==> src/hw/rtl/rqs_pkg.sv <==
package rqs_pkg;

  // Field widths of the request and result items.
  localparam int unsigned ID_W     = 16;
  localparam int unsigned SIZE_W   = 32;
  localparam int unsigned DRAW_W   = 8;
  localparam int unsigned POL_W    = 2;
  localparam int unsigned CAP_W    = 5;
  localparam int unsigned OCC_W    = 5;
  localparam int unsigned CFG_W    = 5;
  localparam int unsigned CFG_IX_W = 1;

  // Default number of cells in the queue.
  localparam int unsigned DEPTH_DEF = 16;

  // Reset value of the capacity register.
  localparam logic [CAP_W-1:0] CAP_RESET = CAP_W'(16);

  // Insertion policy codes; the unused code behaves as FIFO.
  localparam logic [POL_W-1:0] POL_FIFO = 2'd0;
  localparam logic [POL_W-1:0] POL_SJF  = 2'd1;
  localparam logic [POL_W-1:0] POL_RAND = 2'd2;

  // Command codes.
  localparam logic CMD_ENQ = 1'b0;
  localparam logic CMD_DEQ = 1'b1;

  // Configuration register indexes.
  localparam logic [CFG_IX_W-1:0] CFG_POLICY   = 1'b0;
  localparam logic [CFG_IX_W-1:0] CFG_CAPACITY = 1'b1;

  // Sequencer states.
  typedef enum logic {
    ST_IDLE,
    ST_APPLY
  } state_t;

  // How the cells pick the insertion point.
  typedef enum logic [1:0] {
    MODE_TAIL,
    MODE_POS,
    MODE_SORT
  } mode_t;

  // Control broadcast to every cell in the update cycle.
  typedef struct packed {
    logic  enq;
    logic  deq;
    mode_t mode;
  } cell_ctl_t;

endpackage

==> src/hw/rtl/request_queue_scheduler_unit.sv <==
// Channel   Handshake               Payload
// in        in_valid / in_ready     in_cmd, in_req_id, in_req_size, in_random_draw
// out       out_valid / out_ready   out_accepted, out_out_valid, out_out_id,
//                                   out_out_size, out_occupancy
// cfg       cfg_valid / cfg_ready   cfg_index, cfg_data
//
// Each item has an accept cycle and an update cycle: the accept cycle compares every
// cell against the new size and runs the first half of the draw remainder, and the
// update cycle finishes the remainder and moves the cell row; in_ready is low in the
// update cycle. The result sits in an output register; a stalled output holds the
// update cycle until the register is free. Reset (synchronous, active low) empties the
// queue and sets the policy to FIFO and the capacity to 16. cfg_ready is always high.
module request_queue_scheduler_unit #(
  parameter int unsigned QUEUE_DEPTH = rqs_pkg::DEPTH_DEF
) (
  input  logic                          clk,
  input  logic                          rst_n,
  input  logic                          in_valid,
  output logic                          in_ready,
  input  logic                          in_cmd,
  input  logic [rqs_pkg::ID_W-1:0]       in_req_id,
  input  logic [rqs_pkg::SIZE_W-1:0]     in_req_size,
  input  logic [rqs_pkg::DRAW_W-1:0]     in_random_draw,
  output logic                          out_valid,
  input  logic                          out_ready,
  output logic                          out_accepted,
  output logic                          out_out_valid,
  output logic [rqs_pkg::ID_W-1:0]       out_out_id,
  output logic [rqs_pkg::SIZE_W-1:0]     out_out_size,
  output logic [rqs_pkg::OCC_W-1:0]      out_occupancy,
  input  logic                          cfg_valid,
  output logic                          cfg_ready,
  input  logic [rqs_pkg::CFG_IX_W-1:0]   cfg_index,
  input  logic [rqs_pkg::CFG_W-1:0]      cfg_data
);

  localparam int unsigned CNT_W = $clog2(QUEUE_DEPTH + 1);
  localparam int unsigned D_W   = CNT_W + 1;
  localparam int unsigned CMP_W = (CNT_W > rqs_pkg::CAP_W) ? CNT_W : rqs_pkg::CAP_W;

  rqs_pkg::state_t state_r, state_nxt;

  logic [rqs_pkg::POL_W-1:0]  policy_r;
  logic [rqs_pkg::CAP_W-1:0]  capacity_r;
  logic [CNT_W-1:0]          count_r, count_nxt;

  logic                      cmd_r;
  logic [rqs_pkg::ID_W-1:0]   id_r;
  logic [rqs_pkg::SIZE_W-1:0] size_r;
  logic [D_W-1:0]            rem_r, rem_nxt;
  logic [3:0]                draw_lo_r;

  logic                      ov_r;
  logic                      o_acc_r;
  logic                      o_val_r;
  logic [rqs_pkg::ID_W-1:0]   o_id_r;
  logic [rqs_pkg::SIZE_W-1:0] o_size_r;
  logic [rqs_pkg::OCC_W-1:0]  o_occ_r;

  logic                      accept, apply_go, can_out, has_room, not_empty;
  logic [D_W-1:0]            divisor, rem_fin;
  logic [CNT_W-1:0]          pos;
  rqs_pkg::cell_ctl_t        ctl;

  logic [rqs_pkg::ID_W-1:0]   cell_id   [QUEUE_DEPTH];
  logic [rqs_pkg::SIZE_W-1:0] cell_size [QUEUE_DEPTH];
  logic                      found     [QUEUE_DEPTH+1];

  assign cfg_ready = 1'b1;
  assign accept    = in_valid && in_ready;
  assign can_out   = !ov_r || out_ready;

  // Configuration registers.
  always_ff @(posedge clk) begin
    if (!rst_n) begin
      policy_r   <= rqs_pkg::POL_FIFO;
      capacity_r <= rqs_pkg::CAP_RESET;
    end else if (cfg_valid) begin
      unique case (cfg_index)
        rqs_pkg::CFG_POLICY:   policy_r   <= cfg_data[rqs_pkg::POL_W-1:0];
        rqs_pkg::CFG_CAPACITY: capacity_r <= cfg_data[rqs_pkg::CAP_W-1:0];
      endcase
    end
  end

  // Sequencer next state.
  always_comb begin
    state_nxt = state_r;
    unique case (state_r)
      rqs_pkg::ST_IDLE:  if (in_valid) state_nxt = rqs_pkg::ST_APPLY;
      rqs_pkg::ST_APPLY: if (can_out) state_nxt = rqs_pkg::ST_IDLE;
    endcase
  end

  // Sequencer outputs.
  always_comb begin
    in_ready = 1'b0;
    apply_go = 1'b0;
    unique case (state_r)
      rqs_pkg::ST_IDLE:  in_ready = 1'b1;
      rqs_pkg::ST_APPLY: apply_go = can_out;
    endcase
  end

  always_ff @(posedge clk) begin
    if (!rst_n) begin
      state_r <= rqs_pkg::ST_IDLE;
    end else begin
      state_r <= state_nxt;
    end
  end

  // Random position: draw mod (count + 1), four bits per cycle.
  assign divisor = D_W'(count_r) + D_W'(1);

  rqs_rem_step #(.D_W(D_W)) u_rem_hi (
    .rem_in  ('0),
    .bits_in (in_random_draw[7:4]),
    .divisor (divisor),
    .rem_out (rem_nxt)
  );

  rqs_rem_step #(.D_W(D_W)) u_rem_lo (
    .rem_in  (rem_r),
    .bits_in (draw_lo_r),
    .divisor (divisor),
    .rem_out (rem_fin)
  );

  assign pos = CNT_W'(rem_fin);

  // Capture the item at accept.
  always_ff @(posedge clk) begin
    if (accept) begin
      cmd_r     <= in_cmd;
      id_r      <= in_req_id;
      size_r    <= in_req_size;
      rem_r     <= rem_nxt;
      draw_lo_r <= in_random_draw[3:0];
    end
  end

  // Room check against the capacity saturated to the cell count.
  assign has_room  = (CMP_W'(count_r) < CMP_W'(capacity_r)) &&
                     (count_r < CNT_W'(QUEUE_DEPTH));
  assign not_empty = count_r != '0;

  always_comb begin
    ctl.enq = apply_go && cmd_r == rqs_pkg::CMD_ENQ && has_room;
    ctl.deq = apply_go && cmd_r == rqs_pkg::CMD_DEQ && not_empty;
    if (policy_r == rqs_pkg::POL_SJF) begin
      ctl.mode = rqs_pkg::MODE_SORT;
    end else if (policy_r == rqs_pkg::POL_RAND) begin
      ctl.mode = rqs_pkg::MODE_POS;
    end else begin
      ctl.mode = rqs_pkg::MODE_TAIL;
    end
  end

  always_comb begin
    count_nxt = count_r;
    if (ctl.enq) begin
      count_nxt = count_r + CNT_W'(1);
    end else if (ctl.deq) begin
      count_nxt = count_r - CNT_W'(1);
    end
  end

  always_ff @(posedge clk) begin
    if (!rst_n) begin
      count_r <= '0;
    end else begin
      count_r <= count_nxt;
    end
  end

  // The row of cells; position 0 is the head.
  assign found[0] = 1'b0;

  for (genvar i = 0; i < QUEUE_DEPTH; i++) begin : g_cell
    logic [rqs_pkg::ID_W-1:0]   l_id, r_id;
    logic [rqs_pkg::SIZE_W-1:0] l_size, r_size;

    if (i == 0) begin : g_head
      assign l_id   = '0;
      assign l_size = '0;
    end else begin : g_mid
      assign l_id   = cell_id[i-1];
      assign l_size = cell_size[i-1];
    end

    if (i == QUEUE_DEPTH - 1) begin : g_tail
      assign r_id   = '0;
      assign r_size = '0;
    end else begin : g_body
      assign r_id   = cell_id[i+1];
      assign r_size = cell_size[i+1];
    end

    rqs_cell #(.CNT_W(CNT_W), .IDX(i)) u_cell (
      .clk        (clk),
      .cmp_en     (accept),
      .cmp_size   (in_req_size),
      .ctl        (ctl),
      .count      (count_r),
      .pos        (pos),
      .new_id     (id_r),
      .new_size   (size_r),
      .left_id    (l_id),
      .left_size  (l_size),
      .right_id   (r_id),
      .right_size (r_size),
      .found_in   (found[i]),
      .found_out  (found[i+1]),
      .id_o       (cell_id[i]),
      .size_o     (cell_size[i])
    );
  end

  // Output register.
  always_ff @(posedge clk) begin
    if (!rst_n) begin
      ov_r <= 1'b0;
    end else if (apply_go) begin
      ov_r <= 1'b1;
    end else if (out_ready) begin
      ov_r <= 1'b0;
    end
  end

  always_ff @(posedge clk) begin
    if (apply_go) begin
      o_acc_r  <= ctl.enq;
      o_val_r  <= ctl.deq;
      o_id_r   <= ctl.deq ? cell_id[0] : '0;
      o_size_r <= ctl.deq ? cell_size[0] : '0;
      o_occ_r  <= rqs_pkg::OCC_W'(count_nxt);
    end
  end

  assign out_valid     = ov_r;
  assign out_accepted  = o_acc_r;
  assign out_out_valid = o_val_r;
  assign out_out_id    = o_id_r;
  assign out_out_size  = o_size_r;
  assign out_occupancy = o_occ_r;

  // The fill count never passes the number of cells.
  a_count_bound: assert property (@(posedge clk) disable iff (!rst_n)
    count_r <= CNT_W'(QUEUE_DEPTH))
    else $error("queue count exceeds the number of cells");

  // An accepted item always moves on to the update cycle.
  a_accept_apply: assert property (@(posedge clk) disable iff (!rst_n)
    accept |=> state_r == rqs_pkg::ST_APPLY)
    else $error("accepted item did not reach the update cycle");

  // The count only moves in an update cycle.
  a_count_hold: assert property (@(posedge clk) disable iff (!rst_n)
    !apply_go |=> $stable(count_r))
    else $error("queue count changed outside an update cycle");

  // A waiting result without an entry carries zero identifier and size.
  a_empty_zero: assert property (@(posedge clk) disable iff (!rst_n)
    (ov_r && !o_val_r) |-> (o_id_r == '0 && o_size_r == '0))
    else $error("result without an entry carries data");

  // A random position never lies beyond the current tail.
  a_pos_range: assert property (@(posedge clk) disable iff (!rst_n)
    apply_go |-> pos <= count_r)
    else $error("random insertion position beyond the tail");

endmodule

==> src/hw/rtl/rqs_rem_step.sv <==
// Four steps of a restoring remainder: shifts in four draw bits, one at a time,
// and subtracts the divisor whenever the partial remainder reaches it.
module rqs_rem_step #(
  parameter int unsigned D_W = 6
) (
  input  logic [D_W-1:0] rem_in,
  input  logic [3:0]     bits_in,
  input  logic [D_W-1:0] divisor,
  output logic [D_W-1:0] rem_out
);

  always_comb begin
    logic [D_W:0]   t;
    logic [D_W-1:0] r;
    r = rem_in;
    for (int b = 3; b >= 0; b--) begin
      t = {r, bits_in[b]};
      if (t >= {1'b0, divisor}) begin
        t = t - {1'b0, divisor};
      end
      r = t[D_W-1:0];
    end
    rem_out = r;
  end

endmodule

==> src/hw/rtl/rqs_cell.sv <==
// One queue position. It holds an identifier and a size, compares its size
// against an incoming request, and in the update cycle keeps its entry, takes
// the new request, or takes the entry of its left or right neighbour.
module rqs_cell #(
  parameter int unsigned CNT_W = 5,
  parameter int unsigned IDX   = 0
) (
  input  logic                      clk,
  input  logic                      cmp_en,
  input  logic [rqs_pkg::SIZE_W-1:0] cmp_size,
  input  rqs_pkg::cell_ctl_t        ctl,
  input  logic [CNT_W-1:0]          count,
  input  logic [CNT_W-1:0]          pos,
  input  logic [rqs_pkg::ID_W-1:0]   new_id,
  input  logic [rqs_pkg::SIZE_W-1:0] new_size,
  input  logic [rqs_pkg::ID_W-1:0]   left_id,
  input  logic [rqs_pkg::SIZE_W-1:0] left_size,
  input  logic [rqs_pkg::ID_W-1:0]   right_id,
  input  logic [rqs_pkg::SIZE_W-1:0] right_size,
  input  logic                      found_in,
  output logic                      found_out,
  output logic [rqs_pkg::ID_W-1:0]   id_o,
  output logic [rqs_pkg::SIZE_W-1:0] size_o
);

  localparam logic [CNT_W-1:0] IDX_C = CNT_W'(IDX);

  logic [rqs_pkg::ID_W-1:0]   id_r, id_nxt;
  logic [rqs_pkg::SIZE_W-1:0] size_r, size_nxt;
  logic                      gt_r, gt_nxt;
  logic                      occupied, hit, take_new, take_left;

  // A held entry larger than the new size marks the sorted insertion point.
  assign occupied  = IDX_C < count;
  assign hit       = gt_r & occupied;
  assign found_out = found_in | hit;
  assign gt_nxt    = size_r > cmp_size;

  // Decide where this cell's next entry comes from.
  always_comb begin
    take_new  = 1'b0;
    take_left = 1'b0;
    unique case (ctl.mode)
      rqs_pkg::MODE_POS: begin
        take_new  = IDX_C == pos;
        take_left = IDX_C > pos;
      end
      rqs_pkg::MODE_SORT: begin
        take_new  = !found_in && (hit || IDX_C == count);
        take_left = found_in;
      end
      default: begin
        take_new  = IDX_C == count;
      end
    endcase
  end

  always_comb begin
    id_nxt   = id_r;
    size_nxt = size_r;
    if (ctl.enq) begin
      if (take_new) begin
        id_nxt   = new_id;
        size_nxt = new_size;
      end else if (take_left) begin
        id_nxt   = left_id;
        size_nxt = left_size;
      end
    end else if (ctl.deq) begin
      id_nxt   = right_id;
      size_nxt = right_size;
    end
  end

  always_ff @(posedge clk) begin
    id_r   <= id_nxt;
    size_r <= size_nxt;
    if (cmp_en) begin
      gt_r <= gt_nxt;
    end
  end

  assign id_o   = id_r;
  assign size_o = size_r;

endmodule

==> config.mk <==
export PLATFORM = sky130hd
export DESIGN_NAME = request_queue_scheduler_unit
export DESIGN_NICKNAME = d
export VERILOG_FILES = /design/src/hw/rtl/rqs_pkg.sv /design/src/hw/rtl/request_queue_scheduler_unit.sv /design/src/hw/rtl/rqs_rem_step.sv /design/src/hw/rtl/rqs_cell.sv
export SDC_FILE = /design/constraint.sdc
export NUM_CORES = 2
export LEC_CHECK = 0
export BUFFER_PORTS_ARGS = -buffer_cell sky130_fd_sc_hd__buf_2
export CAP_MARGIN = 30
export CORE_MARGIN = 2
export CORE_UTILIZATION = 53
export CTS_CLUSTER_SIZE = 16
export DETAILED_ROUTE_END_ITERATION = 7
export GPL_ROUTABILITY_DRIVEN = 0
export GPL_TIMING_DRIVEN = 0
export MAX_ROUTING_LAYER = met4
export PLACE_DENSITY_LB_ADDON = 0.3
export SLEW_MARGIN = 25
export SYNTH_ARGS = -nofsm -noshare
export SYNTH_HDL_FRONTEND = slang
export SYNTH_SLANG_ARGS = --single-unit
==> constraint.sdc <==
create_clock -name clk -period 29.4 [get_ports clk]
set_input_delay 2.94 -clock clk [delete_from_list [all_inputs] [get_ports clk]]
set_output_delay 2.94 -clock clk [all_outputs]
set_load 0.01 [all_outputs]
Word-level counts from Yosys, hierarchy flattened:

Cells that the tools add are included.

* register bits: 912
* bits in latches: 0
* memory bits (writable): 0
* bits in read-only memories: 0
* input bits: 68
* word-level logic and storage cells: 471
* memories: 0

* add/sub/neg operators: 11
* $mul: 0
* divide/modulo/power cells: 0
* magnitude comparators: 58
* equality and inequality tests: 50
* shift-type cells: 0
* muxes and demuxes: 179
* bitwise operators: 33
* reductions and logical operators: 77

Operators with widths (number)
* 32-bit two-way mux: 64
* 16-bit two-way mux: 64
* 32-bit greater-than comparator: 16
* 4-bit by 5-bit == test with 1-bit output (first input constant): 16
* 1-bit case mux with 2 select lines: 32
* 7-bit by 6-bit greater-or-equal comparator with 1-bit output: 7
* 3-bit by 1-bit inequality test with 1-bit output (second input constant): 16
* 6-bit two-way mux: 7
* 3-bit by 5-bit == test with 1-bit output (first input constant): 8
* 4-bit by 5-bit greater-than comparator with 1-bit output (first input constant): 8
* 4-bit by 5-bit less-than comparator with 1-bit output (first input constant): 8
* 2-bit AND reduction: 18
* 6-bit subtractor: 6
* 1-bit logical AND: 21
* 2-bit by 5-bit == test with 1-bit output (first input constant): 4
* 3-bit by 5-bit greater-than comparator with 1-bit output (first input constant): 4
* 3-bit by 5-bit less-than comparator with 1-bit output (first input constant): 4
* 1-bit logical OR: 17
* 1-bit AND: 16
* 1-bit logical NOT: 16
* 5-bit two-way mux: 3
* 1-bit OR: 14
* 1-bit by 5-bit == test with 1-bit output (first input constant): 2
* 1-bit by 5-bit greater-than comparator with 1-bit output (first input constant): 2
* other kinds (19): 35

Depth between registers and ports, before layout:

* depth after elaboration: 21
* depth in mapped cells: 47
* depth with buffers taken out: 41

Cells and area by module:

A second synthesis with hierarchy kept.

* cells, all modules: 6404
* area total of the unflattened synthesis: 63669.8 um^2

Modules (own cells, without submodules)
* request_queue_scheduler_unit: instances 1, cells each 279, area each 4669.5 um^2
* rqs_cell (g_cell[5].u_cell): instances 1, cells each 454, area each 4292.9 um^2
* rqs_cell (g_cell[7].u_cell): instances 1, cells each 405, area each 3753.6 um^2
* rqs_cell (g_cell[15].u_cell): instances 1, cells each 404, area each 3741.1 um^2
* rqs_cell (g_cell[11].u_cell): instances 1, cells each 403, area each 3704.8 um^2
* rqs_cell (g_cell[9].u_cell): instances 1, cells each 343, area each 3427.0 um^2
* rqs_cell (g_cell[10].u_cell): instances 1, cells each 345, area each 3414.5 um^2
* rqs_cell (g_cell[1].u_cell): instances 1, cells each 342, area each 3408.3 um^2
* rqs_cell (g_cell[4].u_cell): instances 1, cells each 343, area each 3408.3 um^2
* rqs_cell (g_cell[14].u_cell): instances 1, cells each 344, area each 3405.8 um^2
* rqs_cell (g_cell[8].u_cell): instances 1, cells each 343, area each 3403.3 um^2
* rqs_cell (g_cell[3].u_cell): instances 1, cells each 341, area each 3399.5 um^2
* rqs_cell (g_cell[6].u_cell): instances 1, cells each 342, area each 3398.3 um^2
* rqs_cell (g_cell[12].u_cell): instances 1, cells each 342, area each 3394.5 um^2
* +4 rows

Worst setup path after synthesis:

Ideal clock, no wire load.

* path kind: reg-to-reg
* start: register count_r[0]
* end: register g_cell[8].u_cell.id_r (netlist bit g_cell[8].u_cell.id_o[0]), enable pin
* library setup time: 0.520 ns
* data arrival time: 12.309 ns
* required time: 28.880 ns
* setup slack: 16.571 ns
* cell stages (with the launch flop): 43
* buffers on the path: 5
* period minus slack after synthesis: 12.829 ns
* cell sequence: dfxtp_1 inv_1 ha_1 buf_2 buf_1 clkbuf_1 xnor2_1 ha_1 o21a_1 o31ai_1 and3_1 o22ai_1 xnor2_1 ha_1 a211o_1 nor3_1 a41oi_1 a31o_2 [... 7 more ...] or2_2 o2111a_1 nor2_1 mux2i_1 inv_1 ha_1 a21o_1 a21oi_1 nand2_1 a211o_1 o41ai_2 nor2_1 a31oi_2 mux2_2 o21a_1 buf_2 o211a_1 o21ai_0

* word-level cells in the longest chain between the ends: 14
* elaborated cells between the ends (all ways): 55
* classes of those cells: add/sub (5); order compare (16); eq/ne (3); mux (6); bitwise (16); reduce/logical (9)

RTL lines
* start: declaration: line request_queue_scheduler_unit.sv:45 `logic [CNT_W-1:0] count_r, count_nxt;`
* start signal: assignment: line request_queue_scheduler_unit.sv:173 `count_r <= count_nxt;`
* parallel branches: the longest is 13 deep, another holds 7-bit by 6-bit greater-or-equal comparator with 1-bit output
* 2-bit AND reduction (no line) *
* end signal: assignment: line rqs_cell.sv:76 `id_r <= id_nxt;`
* end: declaration: line rqs_cell.sv:28 `logic [rqs_pkg::ID_W-1:0] id_r, id_nxt;`

Mark *: on every way between the ends.
A chain may end at the register's enable or synchronous reset.

Worst setup path in the final report:

* start: register count_r[0]
* end: register g_cell[10].u_cell.size_r (netlist bit g_cell[10].u_cell.size_o[12]), enable pin

* word-level cells in the longest chain between the ends: 16
* elaborated cells between the ends (all ways): 61
* classes of those cells: add/sub (5); order compare (18); eq/ne (3); mux (6); bitwise (20); reduce/logical (9)

RTL lines
* parallel branches: the longest is 15 deep, another holds 7-bit by 6-bit greater-or-equal comparator with 1-bit output
* 2-bit AND reduction (no line) *
* end signal: assignment: line rqs_cell.sv:77 `size_r <= size_nxt;`
* end: declaration: line rqs_cell.sv:29 `logic [rqs_pkg::SIZE_W-1:0] size_r, size_nxt;`

Marks and branches as above.

==> results.toml <==
[outcome]
status = "finished with violations"
violations = "DRC"

[grt]
antenna_found_initial = 17
grt_pass1_wl_um = 333000
grt_max_degree = 33
gr-total-overflow = 0
grtUsageTotal_pct = 40.0
grt_pass1_vias = 51400

[clock_tree]
htree_num_levels = 3
clk_latency_ps = 750
root_buffer = "clkbuf_16"
cts_buffers = 103
cts-hold-fix-buffers = 0
cts_sinks = 912
cts_tree = "done"
cts-resized-gates = 0
path_clk_slew_ps = 60
postCtsSetupRepairBufs = 0
clock_path_buffers = 3

[power_and_ir_drop]
peakVddDrop_mv = 0.219
power.total_mw = 5.15
p_leak_nw = 26.5
powerDensity_nw_per_um2 = 76.9

[timing]
max_freq_mhz = 70.9
setup_ws_ps = 15300
fin_crit_ps = 14100
setup-tns-final_ps = 0
finalClockSkew_ps = 33.9
tightestPinTransition_ps = 1220
drv_slew = 0
hold_viol_final = 0
slew_headroom_pct = 17.6
fin_crit_sh_pct = 48.0
setup_viol = 0
rsz0062_at_grt = "false"

[synth]
synth-seq-cells = 912
syn_nets = 6435
syn_area_um2 = 59400
syn_area_per_cell_um2 = 10.2
synth-edff-count = 898
postSynth.asyncResetShare_pct = 0
syn_inst = 5808
synth_top_flop_cell = "edfxtp_1"
ys.warnings.count = 0
ys_seq_area_share_pct = 45.9
ys_types = 96

[critical_path]
required_ps = 29880
r2r_start = "count_r[0]"
worstPathMaxFanout = 18
max_stage_delay_ps = 880
endpoint_kind = "register"
reg2reg_depth = 43
cpMostUsedCell = "ha_1"
slowest_stage = "clkbuf_1"
timing.rr.end = "g_cell[10].u_cell.size_o[12]"
rrSetupSlack_ps = 15300
path_class = "register to register"
startpoint_type = "register"
cp.arrival_ps = 14580

[min_path]
hold_path_depth = 2
hold_path_class = "register to register"
min_to = "capacity_r[1]"
hold_start = "capacity_r[1]"

[route]
viasPerCell = 6.96
wire_per_inst_um = 29.9
drt_first_iter_violations = 9516
drt-total-wl_um = 230000
drcViolationCount = 364
firstDrtPassIters = 8
num_vias = 53600
postRouteAntennaNets = 0

[layout]
fin_nets = 6729
fin_area_um2 = 67000
postLayoutCoreUtil_pct = 60.4
fill_cells = 9228
final_cell_mix = "898 x edfxtp_1, 687 x a21oi_1, 558 x ha_1"
final_common_cell = "edfxtp_1"
area_delta_synth_final_pct = 12.7
drive_gt1_share_pct = 8.31

[floorplan]
row_count = 122
start_util_pct = 53.5
pin_count = 126
die_area_um2 = 115000
core_um2 = 111000
die_x_um = 339
die_h_um = 339

[place]
port_buffers = 123
dp_hpwl_um = 173000
place_area_um2 = 63500
place_ws_ps = 15860

[flow_run]
max-cap-violations = 0
## logic make-up after synthesis
| kind of cell | share of synthesized area [%] |
|---|---|
| adder cells (fa/ha/maj) | 11.9 |
| other | 0.00631 |
| AND/OR/NAND/NOR | 13.6 |
| buffers and inverters | 3.46 |
| AO/OA/AOI/OAI | 15.6 |
| multiplexers | 8.73 |
| flip-flops | 45.9 |
| XOR/XNOR | 0.828 |
## per-layer routing
metal	global-route usage [%]	vias to the layer above	wire, um
met4	24.5	0	17300
li1	-	22500	-
met5	-	-	0
met1	48.7	25600	82500
met3	14.4	1060	34200
met2	56.6	4507	96500
## registers in the layout (all words and copies together), names as in the netlist, 6 cells and up
name,cells
rem_r,6
out_out_id,16
out_out_size,32
size_r,32
g_cell.u_cell.size_o,512
g_cell.u_cell.id_o,256
id_r,16
g_cell.u_cell.gt_r,16
## synthesized netlist by cell type, types with 13 or more instances
cell type,n,share of area [%]
a211oi_1,56,0.71
a21boi_0,15,0.19
a21o_1,62,0.78
a21oi_1,688,5.8
a31oi_1,31,0.33
and2_1,70,0.74
buf_2,59,0.50
buf_4,24,0.30
clkbuf_1,289,1.8
dfxtp_1,14,0.47
edfxtp_1,898,45
ha_1,558,12
inv_1,98,0.62
mux2_2,13,0.25
mux2i_1,498,8.4
nand2_1,444,2.8
nand2b_1,113,1.2
nand3_1,149,1.3
nand4_1,108,1.1
nor2_1,535,3.4
nor2b_1,113,1.2
nor3_1,65,0.55
o211ai_1,64,0.81
o21a_1,15,0.19
o21ai_0,357,3.0
o21ai_1,54,0.45
o31ai_1,21,0.27
o32ai_1,98,1.4
or3_1,51,0.54
xnor2_1,41,0.60
## cell type report
cell class / instances / area [um^2] / area share [%]
tap: 1488 / 1860 / 2.78
inverter: 100 / 375 / 0.560
clock buffer: 133 / 2800 / 4.17
clock inverter: 54 / 514 / 0.768
timing repair buffer: 189 / 2020 / 3.02
buffer: 388 / 1690 / 2.53
sequential: 912 / 27200 / 40.7
multi-input combinational: 4408 / 30400 / 45.4
antenna: 30 / 75.1 / 0.112
## metrics by stage
step,cells,hold slack (ps)
final,7702,469
after floorplan,5808,440
after CTS,7666,467
after detailed placement,7479,460
after global routing,7694,486
after global placement,7419,456
## worst max-delay path, delay by kind of cell (launching register included)
family / cells / cell delay (ps)
mux: 1 / 620
xor+xnor: 2 / 370
compound gates: 17 / 5020
fa+ha+maj: 5 / 1810
simple gates: 9 / 1200
flops: 1 / 470
buf+inv: 9 / 4310
## report_power, final
part	total (mW)	leakage, nW	switching (mW)	internal, mW
combinational	2.20	16.5	1.42	0.781
sequential	1.63	8.40	0.0761	1.55
clock	1.32	1.62	0.580	0.740
## worst max-delay path by stage
stage / start / to / cells past startpoint
finish: count_r[0] / g_cell[10].u_cell.size_o[12] / 43
global route: count_r[0] / g_cell[10].u_cell.size_o[14] / 44
CTS: count_r[0] / g_cell[10].u_cell.size_o[16] / 44
detailed placement: count_r[0] / g_cell[10].u_cell.size_o[16] / 44
global placement: count_r[0] / g_cell[8].u_cell.size_o[14] / 42
floorplan: count_r[0] / g_cell[8].u_cell.id_o[0] / 42
Note: power is estimated with default switching activity, not from simulation.
